==> src/hw/rtl/ttcb_pkg.sv <==
// ----------------------------------------------------------------------------
// ttcb_pkg
// Geometry, character codes, command encoding and helper functions.
// ----------------------------------------------------------------------------
package ttcb_pkg;

	localparam int COLS     = 21;
	localparam int ROWS     = 8;
	localparam int COL_W    = 5;
	localparam int ROW_W    = 3;
	localparam int CHAR_W   = 8;
	localparam int FUNC_W   = 2;
	localparam int MASK_W   = 8;
	localparam int CELL_NUM = ROWS * COLS;
	localparam int ADDR_W   = $clog2(CELL_NUM);
	localparam int QDEPTH   = 2;
	localparam int QPTR_W   = $clog2(QDEPTH);
	localparam int QCNT_W   = $clog2(QDEPTH + 1);

	localparam logic [CHAR_W-1:0] CH_BLANK = 8'h20;
	localparam logic [CHAR_W-1:0] CH_BS    = 8'h7f;
	localparam logic [CHAR_W-1:0] CH_NL    = 8'h0a;
	localparam logic [CHAR_W-1:0] CH_CR    = 8'h0d;

	localparam logic [FUNC_W-1:0] FN_PUT     = 2'd0;
	localparam logic [FUNC_W-1:0] FN_READ    = 2'd1;
	localparam logic [FUNC_W-1:0] FN_CLEAR   = 2'd2;
	localparam logic [FUNC_W-1:0] FN_COLLECT = 2'd3;

	typedef logic [2:0] op_t;
	localparam op_t OP_WRITE   = 3'd0;
	localparam op_t OP_BACK    = 3'd1;
	localparam op_t OP_NEWLINE = 3'd2;
	localparam op_t OP_RETURN  = 3'd3;
	localparam op_t OP_READ    = 3'd4;
	localparam op_t OP_CLEAR   = 3'd5;
	localparam op_t OP_COLLECT = 3'd6;

	typedef struct packed {
		op_t               op;
		logic [CHAR_W-1:0] ch;
		logic [ROW_W-1:0]  row;
		logic [COL_W-1:0]  col;
		logic              in_range;
	} cmd_t;

	typedef struct packed {
		logic empty;
		logic full;
	} q_stat_t;

	// Screen line to physical line, given the line that currently sits on top.
	function automatic logic [ROW_W-1:0] phys_row(input logic [ROW_W-1:0] top,
	                                              input logic [ROW_W-1:0] r);
		logic [ROW_W:0] sum;
		sum = {1'b0, top} + {1'b0, r};
		if (sum >= (ROW_W + 1)'(ROWS)) begin
			sum = sum - (ROW_W + 1)'(ROWS);
		end
		return sum[ROW_W-1:0];
	endfunction

	function automatic logic [ADDR_W-1:0] cell_addr(input logic [ROW_W-1:0] prow,
	                                               input logic [COL_W-1:0] c);
		logic [ADDR_W-1:0] base;
		base = ADDR_W'(prow) * ADDR_W'(COLS);
		return base + ADDR_W'(c);
	endfunction

	function automatic logic [ROWS-1:0] line_bit(input logic [ROW_W-1:0] r);
		return ROWS'(1) << r;
	endfunction

endpackage

==> src/hw/rtl/ttcb_front.sv <==
// ----------------------------------------------------------------------------
// ttcb_front
// Takes requests and decodes them into back-end commands.
// ----------------------------------------------------------------------------
module ttcb_front import ttcb_pkg::*; (
	input  logic              start,
	input  q_stat_t           q_stat,
	input  logic [FUNC_W-1:0] func,
	input  logic [CHAR_W-1:0] ch,
	input  logic [ROW_W-1:0]  row,
	input  logic [COL_W-1:0]  col,
	output logic              push,
	output cmd_t              cmd
);

	assign push = start && !q_stat.full;

	always_comb begin
		cmd.ch       = ch;
		cmd.row      = row;
		cmd.col      = col;
		cmd.in_range = (int'(row) < ROWS) && (int'(col) < COLS);
		unique case (func)
			FN_PUT: begin
				priority if (ch == CH_BS) begin
					cmd.op = OP_BACK;
				end else if (ch == CH_NL) begin
					cmd.op = OP_NEWLINE;
				end else if (ch == CH_CR) begin
					cmd.op = OP_RETURN;
				end else begin
					cmd.op = OP_WRITE;
				end
			end
			FN_READ:    cmd.op = OP_READ;
			FN_CLEAR:   cmd.op = OP_CLEAR;
			FN_COLLECT: cmd.op = OP_COLLECT;
			default:    cmd.op = OP_COLLECT;
		endcase
	end

endmodule

==> src/hw/rtl/ttcb_queue.sv <==
// ----------------------------------------------------------------------------
// ttcb_queue
// Small command queue between the decoder and the screen engine.
// ----------------------------------------------------------------------------
module ttcb_queue import ttcb_pkg::*; (
	input  logic    clk,
	input  logic    arst_n,
	input  logic    push,
	input  cmd_t    cmd_in,
	input  logic    pop,
	output cmd_t    cmd_out,
	output q_stat_t q_stat
);

	cmd_t              entry_q [QDEPTH];
	logic [QPTR_W-1:0] wr_ptr_q;
	logic [QPTR_W-1:0] rd_ptr_q;
	logic [QCNT_W-1:0] count_q;

	assign q_stat.empty = (count_q == '0);
	assign q_stat.full  = (count_q == QCNT_W'(QDEPTH));
	assign cmd_out      = entry_q[rd_ptr_q];

	function automatic logic [QPTR_W-1:0] ptr_next(input logic [QPTR_W-1:0] p);
		return (p == QPTR_W'(QDEPTH - 1)) ? '0 : p + 1'b1;
	endfunction

	always_ff @(posedge clk) begin
		if (push) begin
			entry_q[wr_ptr_q] <= cmd_in;
		end
	end

	always_ff @(posedge clk or negedge arst_n) begin
		if (!arst_n) begin
			wr_ptr_q <= '0;
			rd_ptr_q <= '0;
			count_q  <= '0;
		end else begin
			if (push) begin
				wr_ptr_q <= ptr_next(wr_ptr_q);
			end
			if (pop) begin
				rd_ptr_q <= ptr_next(rd_ptr_q);
			end
			if (push && !pop) begin
				count_q <= count_q + 1'b1;
			end else if (pop && !push) begin
				count_q <= count_q - 1'b1;
			end
		end
	end

endmodule

==> src/hw/rtl/ttcb_back.sv <==
// ----------------------------------------------------------------------------
// ttcb_back
// Screen engine: cursor, scroll pointer, dirty mask and the cell memory.
// ----------------------------------------------------------------------------
module ttcb_back import ttcb_pkg::*; (
	input  logic              clk,
	input  logic              arst_n,
	input  q_stat_t           q_stat,
	input  cmd_t              cmd,
	output logic              pop,
	output logic              done,
	output logic [COL_W-1:0]  cur_col,
	output logic [ROW_W-1:0]  cur_row,
	output logic [CHAR_W-1:0] cell_char,
	output logic [MASK_W-1:0] dirty_mask,
	output logic              scrolled
);

	localparam logic BK_IDLE = 1'b0;
	localparam logic BK_READ = 1'b1;

	logic [CHAR_W-1:0] mem [CELL_NUM];
	// A cell whose bit is clear reads as a blank.
	logic [ROWS-1:0][COLS-1:0] vld_q;

	logic              state_q;
	logic [COL_W-1:0]  cx_q;
	logic [ROW_W-1:0]  cy_q;
	logic [ROW_W-1:0]  top_q;
	logic [ROWS-1:0]   dirty_q;

	logic [CHAR_W-1:0] rd_data_s1;
	logic              rd_vld_s1;
	logic              rd_range_s1;

	logic              done_q;
	logic [COL_W-1:0]  cur_col_q;
	logic [ROW_W-1:0]  cur_row_q;
	logic [CHAR_W-1:0] cell_char_q;
	logic [MASK_W-1:0] dirty_mask_q;
	logic              scrolled_q;

	logic              emit;
	logic              do_lf;
	logic              scr;
	logic              rd_issue;
	logic [COL_W-1:0]  nx;
	logic [ROW_W-1:0]  ny;
	logic [ROW_W-1:0]  ntop;
	logic [ROWS-1:0]   ndirty;
	logic [ROWS-1:0]   mask_out;
	logic              we;
	logic              clr_cell;
	logic              clr_row;
	logic              clr_all;
	logic [ROW_W-1:0]  crow;
	logic [COL_W-1:0]  ccol;
	logic [ROW_W-1:0]  rrow;
	logic [COL_W-1:0]  rcol;

	assign pop = !q_stat.empty && (state_q == BK_IDLE);

	always_comb begin
		emit     = 1'b0;
		do_lf    = 1'b0;
		scr      = 1'b0;
		rd_issue = 1'b0;
		nx       = cx_q;
		ny       = cy_q;
		ntop     = top_q;
		ndirty   = dirty_q;
		we       = 1'b0;
		clr_cell = 1'b0;
		clr_row  = 1'b0;
		clr_all  = 1'b0;
		crow     = phys_row(top_q, cy_q);
		ccol     = cx_q;
		rrow     = cmd.in_range ? phys_row(top_q, cmd.row) : '0;
		rcol     = cmd.in_range ? cmd.col : '0;
		if (pop) begin
			unique case (cmd.op)
				OP_WRITE: begin
					emit   = 1'b1;
					we     = 1'b1;
					ndirty = dirty_q | line_bit(cy_q);
					if (cx_q == COL_W'(COLS - 1)) begin
						do_lf = 1'b1;
					end else begin
						nx = cx_q + 1'b1;
					end
				end
				OP_BACK: begin
					emit = 1'b1;
					if (!(cx_q == '0 && cy_q == '0)) begin
						if (cx_q == '0) begin
							ny = cy_q - 1'b1;
							nx = COL_W'(COLS - 1);
						end else begin
							nx = cx_q - 1'b1;
						end
						clr_cell = 1'b1;
						crow     = phys_row(top_q, ny);
						ccol     = nx;
						ndirty   = dirty_q | line_bit(ny);
					end
				end
				OP_NEWLINE: begin
					emit  = 1'b1;
					do_lf = 1'b1;
				end
				OP_RETURN: begin
					emit   = 1'b1;
					nx     = '0;
					ndirty = dirty_q | line_bit(cy_q);
				end
				OP_READ: begin
					rd_issue = 1'b1;
				end
				OP_CLEAR: begin
					emit    = 1'b1;
					clr_all = 1'b1;
					ntop    = '0;
					nx      = '0;
					ny      = '0;
				end
				OP_COLLECT: begin
					emit   = 1'b1;
					ndirty = '0;
				end
				default: begin
					emit = 1'b1;
				end
			endcase
		end
		if (do_lf) begin
			nx = '0;
			if (cy_q == ROW_W'(ROWS - 1)) begin
				clr_row = 1'b1;
				ntop    = (top_q == ROW_W'(ROWS - 1)) ? '0 : top_q + 1'b1;
				ndirty  = '1;
				scr     = 1'b1;
			end else begin
				ny = cy_q + 1'b1;
			end
		end
		mask_out = (pop && cmd.op == OP_COLLECT) ? dirty_q : ndirty;
	end

	always_ff @(posedge clk) begin
		if (we) begin
			mem[cell_addr(crow, ccol)] <= cmd.ch;
		end
		if (rd_issue) begin
			rd_data_s1  <= mem[cell_addr(rrow, rcol)];
			rd_vld_s1   <= vld_q[rrow][rcol];
			rd_range_s1 <= cmd.in_range;
		end
	end

	always_ff @(posedge clk or negedge arst_n) begin
		if (!arst_n) begin
			vld_q   <= '0;
			state_q <= BK_IDLE;
			cx_q    <= '0;
			cy_q    <= '0;
			top_q   <= '0;
			dirty_q <= '0;
			done_q  <= 1'b0;
		end else begin
			if (clr_all) begin
				vld_q <= '0;
			end else begin
				if (clr_row) begin
					vld_q[top_q] <= '0;
				end
				if (we) begin
					vld_q[crow][ccol] <= 1'b1;
				end
				if (clr_cell) begin
					vld_q[crow][ccol] <= 1'b0;
				end
			end
			cx_q    <= nx;
			cy_q    <= ny;
			top_q   <= ntop;
			dirty_q <= ndirty;
			state_q <= rd_issue ? BK_READ : BK_IDLE;
			done_q  <= emit || (state_q == BK_READ);
		end
	end

	always_ff @(posedge clk) begin
		if (emit) begin
			cur_col_q    <= nx;
			cur_row_q    <= ny;
			cell_char_q  <= '0;
			dirty_mask_q <= MASK_W'(mask_out);
			scrolled_q   <= scr;
		end else if (state_q == BK_READ) begin
			cur_col_q    <= cx_q;
			cur_row_q    <= cy_q;
			cell_char_q  <= !rd_range_s1 ? '0 : (rd_vld_s1 ? rd_data_s1 : CH_BLANK);
			dirty_mask_q <= MASK_W'(dirty_q);
			scrolled_q   <= 1'b0;
		end
	end

	assign done       = done_q;
	assign cur_col    = cur_col_q;
	assign cur_row    = cur_row_q;
	assign cell_char  = cell_char_q;
	assign dirty_mask = dirty_mask_q;
	assign scrolled   = scrolled_q;

endmodule

==> src/hw/rtl/text_terminal_char_buffer_top.sv <==
// ----------------------------------------------------------------------------
// text_terminal_char_buffer_top
// Text screen of 8 lines by 21 columns with cursor and per-line dirty mask.
// ----------------------------------------------------------------------------
// A request is taken at a rising edge where start is high and busy is low.
// func selects the operation: put a byte (with backspace, newline and
// carriage return handling), read a cell at row/col, clear the screen, or
// collect and clear the dirty mask. Every request gives exactly one result,
// shown for a single cycle with done high; the receiver cannot stall it.
// The decoder writes requests into a two-entry queue, and busy is high
// only while that queue is full.
// With the engine idle, a non-read request passes the queue entry and the
// done register before done rises; a read also passes the registered cell
// memory port first.
// The screen engine retires one command per cycle while no read is in
// flight, and takes no new command while a read waits for the cell memory,
// so a scroll, which only clears the valid bits of one line, costs no extra time.
// Reset clears the cursor, the scroll pointer, the dirty mask, the queue
// and all cell valid bits, so every cell reads as a space right away.
// ----------------------------------------------------------------------------
module text_terminal_char_buffer_top import ttcb_pkg::*; (
	input  logic              clk,
	input  logic              arst_n,
	input  logic              start,
	output logic              busy,
	input  logic [FUNC_W-1:0] func,
	input  logic [CHAR_W-1:0] ch,
	input  logic [ROW_W-1:0]  row,
	input  logic [COL_W-1:0]  col,
	output logic              done,
	output logic [COL_W-1:0]  cur_col,
	output logic [ROW_W-1:0]  cur_row,
	output logic [CHAR_W-1:0] cell_char,
	output logic [MASK_W-1:0] dirty_mask,
	output logic              scrolled
);

	q_stat_t q_stat;
	logic    push;
	logic    pop;
	cmd_t    cmd_in;
	cmd_t    cmd_out;

	// Backpressure comes only from the queue.
	assign busy = q_stat.full;

	ttcb_front u_front (
		.start  (start),
		.q_stat (q_stat),
		.func   (func),
		.ch     (ch),
		.row    (row),
		.col    (col),
		.push   (push),
		.cmd    (cmd_in)
	);

	ttcb_queue u_queue (
		.clk     (clk),
		.arst_n  (arst_n),
		.push    (push),
		.cmd_in  (cmd_in),
		.pop     (pop),
		.cmd_out (cmd_out),
		.q_stat  (q_stat)
	);

	// The engine pops only when it has a command and no read is in flight.
	ttcb_back u_back (
		.clk        (clk),
		.arst_n     (arst_n),
		.q_stat     (q_stat),
		.cmd        (cmd_out),
		.pop        (pop),
		.done       (done),
		.cur_col    (cur_col),
		.cur_row    (cur_row),
		.cell_char  (cell_char),
		.dirty_mask (dirty_mask),
		.scrolled   (scrolled)
	);

endmodule

==> config.mk <==
export PLATFORM = sky130hd
export DESIGN_NAME = text_terminal_char_buffer_top
export DESIGN_NICKNAME = d
export VERILOG_FILES = /design/src/hw/rtl/ttcb_pkg.sv /design/src/hw/rtl/ttcb_front.sv /design/src/hw/rtl/ttcb_queue.sv /design/src/hw/rtl/ttcb_back.sv /design/src/hw/rtl/text_terminal_char_buffer_top.sv
export SDC_FILE = /design/constraint.sdc
export NUM_CORES = 2
export LEC_CHECK = 0
export BUFFER_PORTS_ARGS = -buffer_cell sky130_fd_sc_hd__buf_2
export CORE_ASPECT_RATIO = 2
export CORE_MARGIN = 2
export CORE_UTILIZATION = 40
export CTS_CLUSTER_DIAMETER = 40
export DETAILED_ROUTE_END_ITERATION = 7
export GPL_TIMING_DRIVEN = 0
export HOLD_SLACK_MARGIN = 0.05
export MAX_ROUTING_LAYER = met4
export PLACE_DENSITY = 0.63
export SYNTH_ARGS = -nofsm -noshare
export SYNTH_HDL_FRONTEND = slang
export SYNTH_HIERARCHICAL = 1
export SYNTH_SLANG_ARGS = --single-unit
==> constraint.sdc <==
create_clock -name clk -period 6.97 [get_ports clk]
set_clock_uncertainty 0.05 [all_clocks]
set_input_delay 0.697 -clock clk [delete_from_list [all_inputs] [get_ports clk]]
set_output_delay 0.697 -clock clk [all_outputs]
set_load 0.03 [all_outputs]
# Word level (Yosys, flattened, before mapping)
# Memories as Yosys holds them, arrays and structs flattened. A register that Yosys moved wholly into a read port is not among the register bits.
# Index checks and enable logic that the tools add are counted.
# totals
register_bits	220
ramBits	1384
inputBits	21
out_inout_bits	27
word_cells	197
n_memories	2
# mem_list
name	words	width	read_ports	rd_clocked_by_memory_dff	write_ports	line	text
u_back.mem	168	8	1	1	1	ttcb_back.sv:22	logic [CHAR_W-1:0] mem [CELL_NUM];
u_queue.entry_q	2	20	1	0	1	ttcb_queue.sv:15	cmd_t entry_q [QDEPTH];
# classes
add_sub_neg	17
n_mul	2
order_cmp	12
eq_ne	16
shift	2
muxes	91
n_bitwise	8
reduce_logical	23
# op_table
cell	count
168-bit 2-to-1 mux	6
168-bit bitwise AND	2
168-bit inverter	2
168-bit bitwise OR	1
21-bit demux with 3-bit select	2
3-bit 2-to-1 mux	24
8-bit 2-to-1 mux	9
21-bit binary-select mux with 3-bit select	1
21-bit 2-to-1 mux	3
5-bit 2-to-1 mux	10
1-bit 2-to-1 mux	26
8-bit case mux with 3 select lines	1
8-bit by 5-bit adder with 8-bit output	2
8-bit by 4-bit equality test with 1-bit output (second input constant)	2
3-bit by 5-bit multiplier with 8-bit output (second input constant)	2
8-bit bitwise OR	2
1-bit by 3-bit left shift with 8-bit output (first input constant)	2
3-bit equality test (second input constant)	5
5-bit case mux with 3 select lines	1
3-bit by 3-bit adder with 4-bit output	3
4-bit greater-or-equal comparator (second input constant)	3
3-bit by 4-bit less-than comparator with 1-bit output (second input constant)	3
5-bit by 6-bit less-than comparator with 1-bit output (second input constant)	2
3-bit case mux with 4 select lines	1
30 further kinds	56

# Longest topological paths before layout
# logic_depth
ltp_word	21
depth_mapped	23

# Hierarchy
# The synthesis kept the hierarchy.
# by_module_without_submodules
module	n_inst	cells_each	area_each_um2	seq_area_each_um2
ttcb_back	1	3615	64897.2	46059.2
ttcb_queue	1	78	1707.9	1301.2
ttcb_front	1	31	231.5	0.0

# Least setup slack after synthesis
# Ideal clock, no wire load.
# synth_timing
path_type	register to register
start	register u_back.cx_q[0]
end	memory u_back.mem[25][0], enable pin
arrival_ns	5.661
required_ns	6.550
path_slack_ns	0.889
stages_incl_launch_ff	24
synth_period_minus_slack_ns	6.081
cell_sequence	dfrtp_1 -> inv_1 -> ha_1 -> nor4b_4 -> xnor2_1 -> inv_1 -> ha_1 -> fa_1 -> xor2_1 -> mux2i_1 -> xnor2_4 -> inv_2 -> ha_1 -> ha_1 -> fa_1 -> a21oi_1 -> nor2_1 -> nor2_1 -> o21bai_1 -> a21oi_1 -> nor2b_1 -> nand2_1 -> clkbuf_1 -> nor2_1
# synth_between
elab_chain_cells	13
elab_cells_between_ends	20
cone_classes	4 x add/sub; 1 x mul; 1 x order compare; 12 x mux; 2 x reduce/logical
# synth_lines
element	line	text
from (decl)	ttcb_back.sv:27	logic [COL_W-1:0] cx_q;
from (signal assigned)	ttcb_back.sv:183	cx_q <= nx;
5-bit zero test	ttcb_back.sv:94, ttcb_back.sv:95	
3-bit 2-to-1 mux	ttcb_back.sv:95	if (cx_q == '0) begin
3-bit 2-to-1 mux	ttcb_back.sv:94	if (!(cx_q == '0 && cy_q == '0)) begin
3-bit 2-to-1 mux	ttcb_back.sv:81	unique case (cmd.op)
3-bit 2-to-1 mux	ttcb_back.sv:80	if (pop) begin
3-bit by 3-bit adder with 4-bit output	ttcb_pkg.sv:56	sum = {1'b0, top} + {1'b0, r};
4-bit greater-or-equal comparator / 3-bit by 1-bit subtractor with 3-bit output (equally long branches)	ttcb_pkg.sv:57, ttcb_pkg.sv:58	
3-bit 2-to-1 mux	ttcb_pkg.sv:57	if (sum >= (ROW_W + 1)'(ROWS)) begin
3-bit 2-to-1 mux	ttcb_back.sv:94	
3-bit 2-to-1 mux	ttcb_back.sv:81	
3-bit 2-to-1 mux	ttcb_back.sv:80	
3-bit by 5-bit multiplier with 8-bit output	ttcb_pkg.sv:66	base = ADDR_W'(prow) * ADDR_W'(COLS);
8-bit by 5-bit adder with 8-bit output (*)	ttcb_pkg.sv:67	return base + ADDR_W'(c);
to (decl)	ttcb_back.sv:22	
# Mark *: on every way between the ends. The rest lies on a longest branch, timed or not. The select of a mux whose other input is x is not followed.

==> out/metrics.cfg <==
[finish]
regArea_mm2=0.0474
nFillCells=14000
multiInputGateArea_mm2=0.0194
fin_util_pct=46.5
fin_nets=4083
drive_gt1_share_pct=29.2
final_common_cell=edfxtp_1
layout_common_cells=edfxtp_1, mux4_2, dfrtp_1, nand2_1, a22oi_1
syn_to_final_growth_pct=15.7

[synth]
syn-num-nets=3792
synth_cell_type_count=84
ys_seq_area_share_pct=70.9
yosysWarnings=6
synth_seq_cells=1612
avgSynthCellArea_um2=17.9
synth_area_mm2=0.0668
synth-main-ff-cell=edfxtp_1
synth-edff-count=1411
ys_async_sr_fraction_pct=12.0
postSynthCellCount=3724

[route]
finalWirelength_um=233000
routed_via_density=6.30
post_drt_wl_per_cell_um=37.2
post-route-drc-count=0
via_count=39500
ant_nets=0
drt_iter0_drc=4145
first_pass_iters=6

[worst_setup_path]
worstPathRequired_ps=7370
worstSetupEndpointType=flip-flop
cp.arrival_ps=7460
crit_type=reg -> reg
cp_max_fo=20
startpoint_type=flip-flop

[placement]
pre_cts_ws_ps=-3600
port_buffers=44
routabilityCongestion=1.01
dp_hpwl_um=166000

[clock_network]
clockRootBuffer=clkbuf_16
clk_pin_slew_ps=70
clock_latency_ps=800
cts_tree=built
cts_htree_levels=4
clockBufferDepth=4
cts_inserted_buffers=153
cts.sinks=1612

[grt]
grt_pass1_vias=40200
grt_first_pass_wirelength_um=320000
track_usage_pct=28.2
overflow=0
antenna_found_initial=6
grt_max_degree=149

[timing]
slew_viol_final=22
fmax_ghz=0.142
slew_headroom_pct=-1.87
worst_pin_slew_ps=1530
hold_violations=0
fin_crit_sh_pct=101
setup_ws_ps=-90.0
min_period_ps=7060
setup_viol=6

[floorplan]
ios=48
core-area_mm2=0.166
die_h_um=582
row_count=212
initial_core_util_pct=40.2
dieArea_mm2=0.171
die_w_um=293

[outcome]
status=finished with violations
violations=max-capacitance violations, max-slew violations, negative setup slack

[run]
max_cap_violations=3

[worst_hold_path]
hold_path_class=in -> reg

## cells in the mapped netlist (all sizes together), types with 8 or more instances
cell type / instances / share of area (%)
a31oi: 17 / 0.16
a32oi: 8 / 0.10
and2: 12 / 0.11
xnor2: 14 / 0.21
a21oi: 43 / 0.32
and3: 11 / 0.10
a311oi: 10 / 0.13
nor2: 252 / 1.4
buf: 127 / 1.0
edfxtp: 1411 / 63
nor2b: 19 / 0.18
mux2: 38 / 0.75
o22ai: 21 / 0.20
dfrtp: 193 / 7.2
mux4: 382 / 13
a221oi: 15 / 0.20
o21ai: 39 / 0.29
a221o: 8 / 0.12
nor3: 30 / 0.30
a211oi: 187 / 2.1
a22oi: 187 / 2.1
xor2: 10 / 0.13
inv: 30 / 0.17
nand4: 12 / 0.11
nand3: 37 / 0.28
ha: 40 / 0.75
a22o: 8 / 0.10
o211ai: 15 / 0.17
clkbuf: 148 / 0.83
mux2i: 101 / 1.5
dfxtp: 8 / 0.24
nand2: 205 / 1.2
## stage by stage
stage / cell area [µm²] / hold WS [ps] / TNS (ps) / instances
floorplan: 66800 / 351 / 0 / 3724
global placement: 69700 / 389 / -809940 / 5908
detailed placement: 70200 / 399 / -873820 / 5923
CTS: 76800 / 114 / -3430 / 6255
global route: 77400 / 139 / -169 / 6276
finish: 77400 / 146 / -201 / 6276
## critical path: stages (launching register included)
cell,delay [ps]
dfrtp_1,430
buf_6,240
mux2_4,330
ha_1,210
fa_2,760
nand2_4,240
clkinv_4,270
ha_1,290
ha_1,280
clkbuf_1,400
clkbuf_4,400
clkbuf_4,360
clkbuf_4,450
mux4_2,410
mux4_2,530
nand2_1,90
nand2_1,150
a22oi_1,420
nand4_1,310
## state kept, by name, summed over array words and instances, names as in the netlist, 5 cells and up
signal	flops
u_back/rd_data_s1	8
u_back/dirty_q	8
u_back/dirty_mask	8
u_back/vld_q	168
u_back/cur_col	5
u_back/mem	1344
u_queue/entry_q	40
u_back/cx_q	5
u_back/cell_char	8
## cells by family after synthesis
group	after synthesis	share of synthesized area, %
xor+xnor	25	0.378
buf+inv	307	2.03
compound gates	593	6.50
flops	1612	70.9
simple gates	619	4.14
fa+ha+maj	47	0.958
mux	521	15.1
## per-layer routing
layer  global-route usage, %  up-vias  wire (µm)
li1                        -    15700          -
met2                    49.1     2227     123000
met3                    4.44     1014      14700
met5                       -        -          0
met1                    25.3    20500      66500
met4                    28.2        0      29200
## final timing paths
check	startpoint	to	slack (ps)	depth (start not counted)
max	u_queue/rd_ptr_q$_DFFE_PN0P_	u_back/rd_data_s1[3]$_DFFE_PP_	-90	18
min	col[3]	u_queue/entry_q[1][4]$_DFFE_PP_	150	2
max reg2reg	u_queue/rd_ptr_q$_DFFE_PN0P_	u_back/rd_data_s1[3]$_DFFE_PP_	-90	18
min reg2reg	u_back/rd_data_s1[3]$_DFFE_PP_	u_back/cell_char[3]$_SDFFE_PP0P_	410	1
max in group asynchronous	arst_n	u_back/vld_q[21]$_DFF_PN0_	5320	4
min in group asynchronous	arst_n	u_queue/rd_ptr_q$_DFFE_PN0P_	270	2
## final cells by class
type                            count  area share (%)
Timing Repair Buffer              144            1.94
Multi-Input combinational cell   1805            25.0
Clock buffer                      184            5.21
Inverter                           32           0.175
Antenna cell                        8          0.0259
Sequential cell                  1612            61.2
Clock inverter                     84           0.933
Buffer                            267            2.00
Tap cell                         2140            3.46
## timing repair
action | CTS | global route
endpoints found under the hold margin | 25 | 0
hold buffers | 4 | 0
resized for setup | 387 | 110
buffers inserted | 68 | 10
pin swaps | 52 | 13
setup endpoints to repair | 1352 | 1326
Power is not shown: default switching activity piles up to over one toggle a cycle in this logic, so the estimate is an artifact.
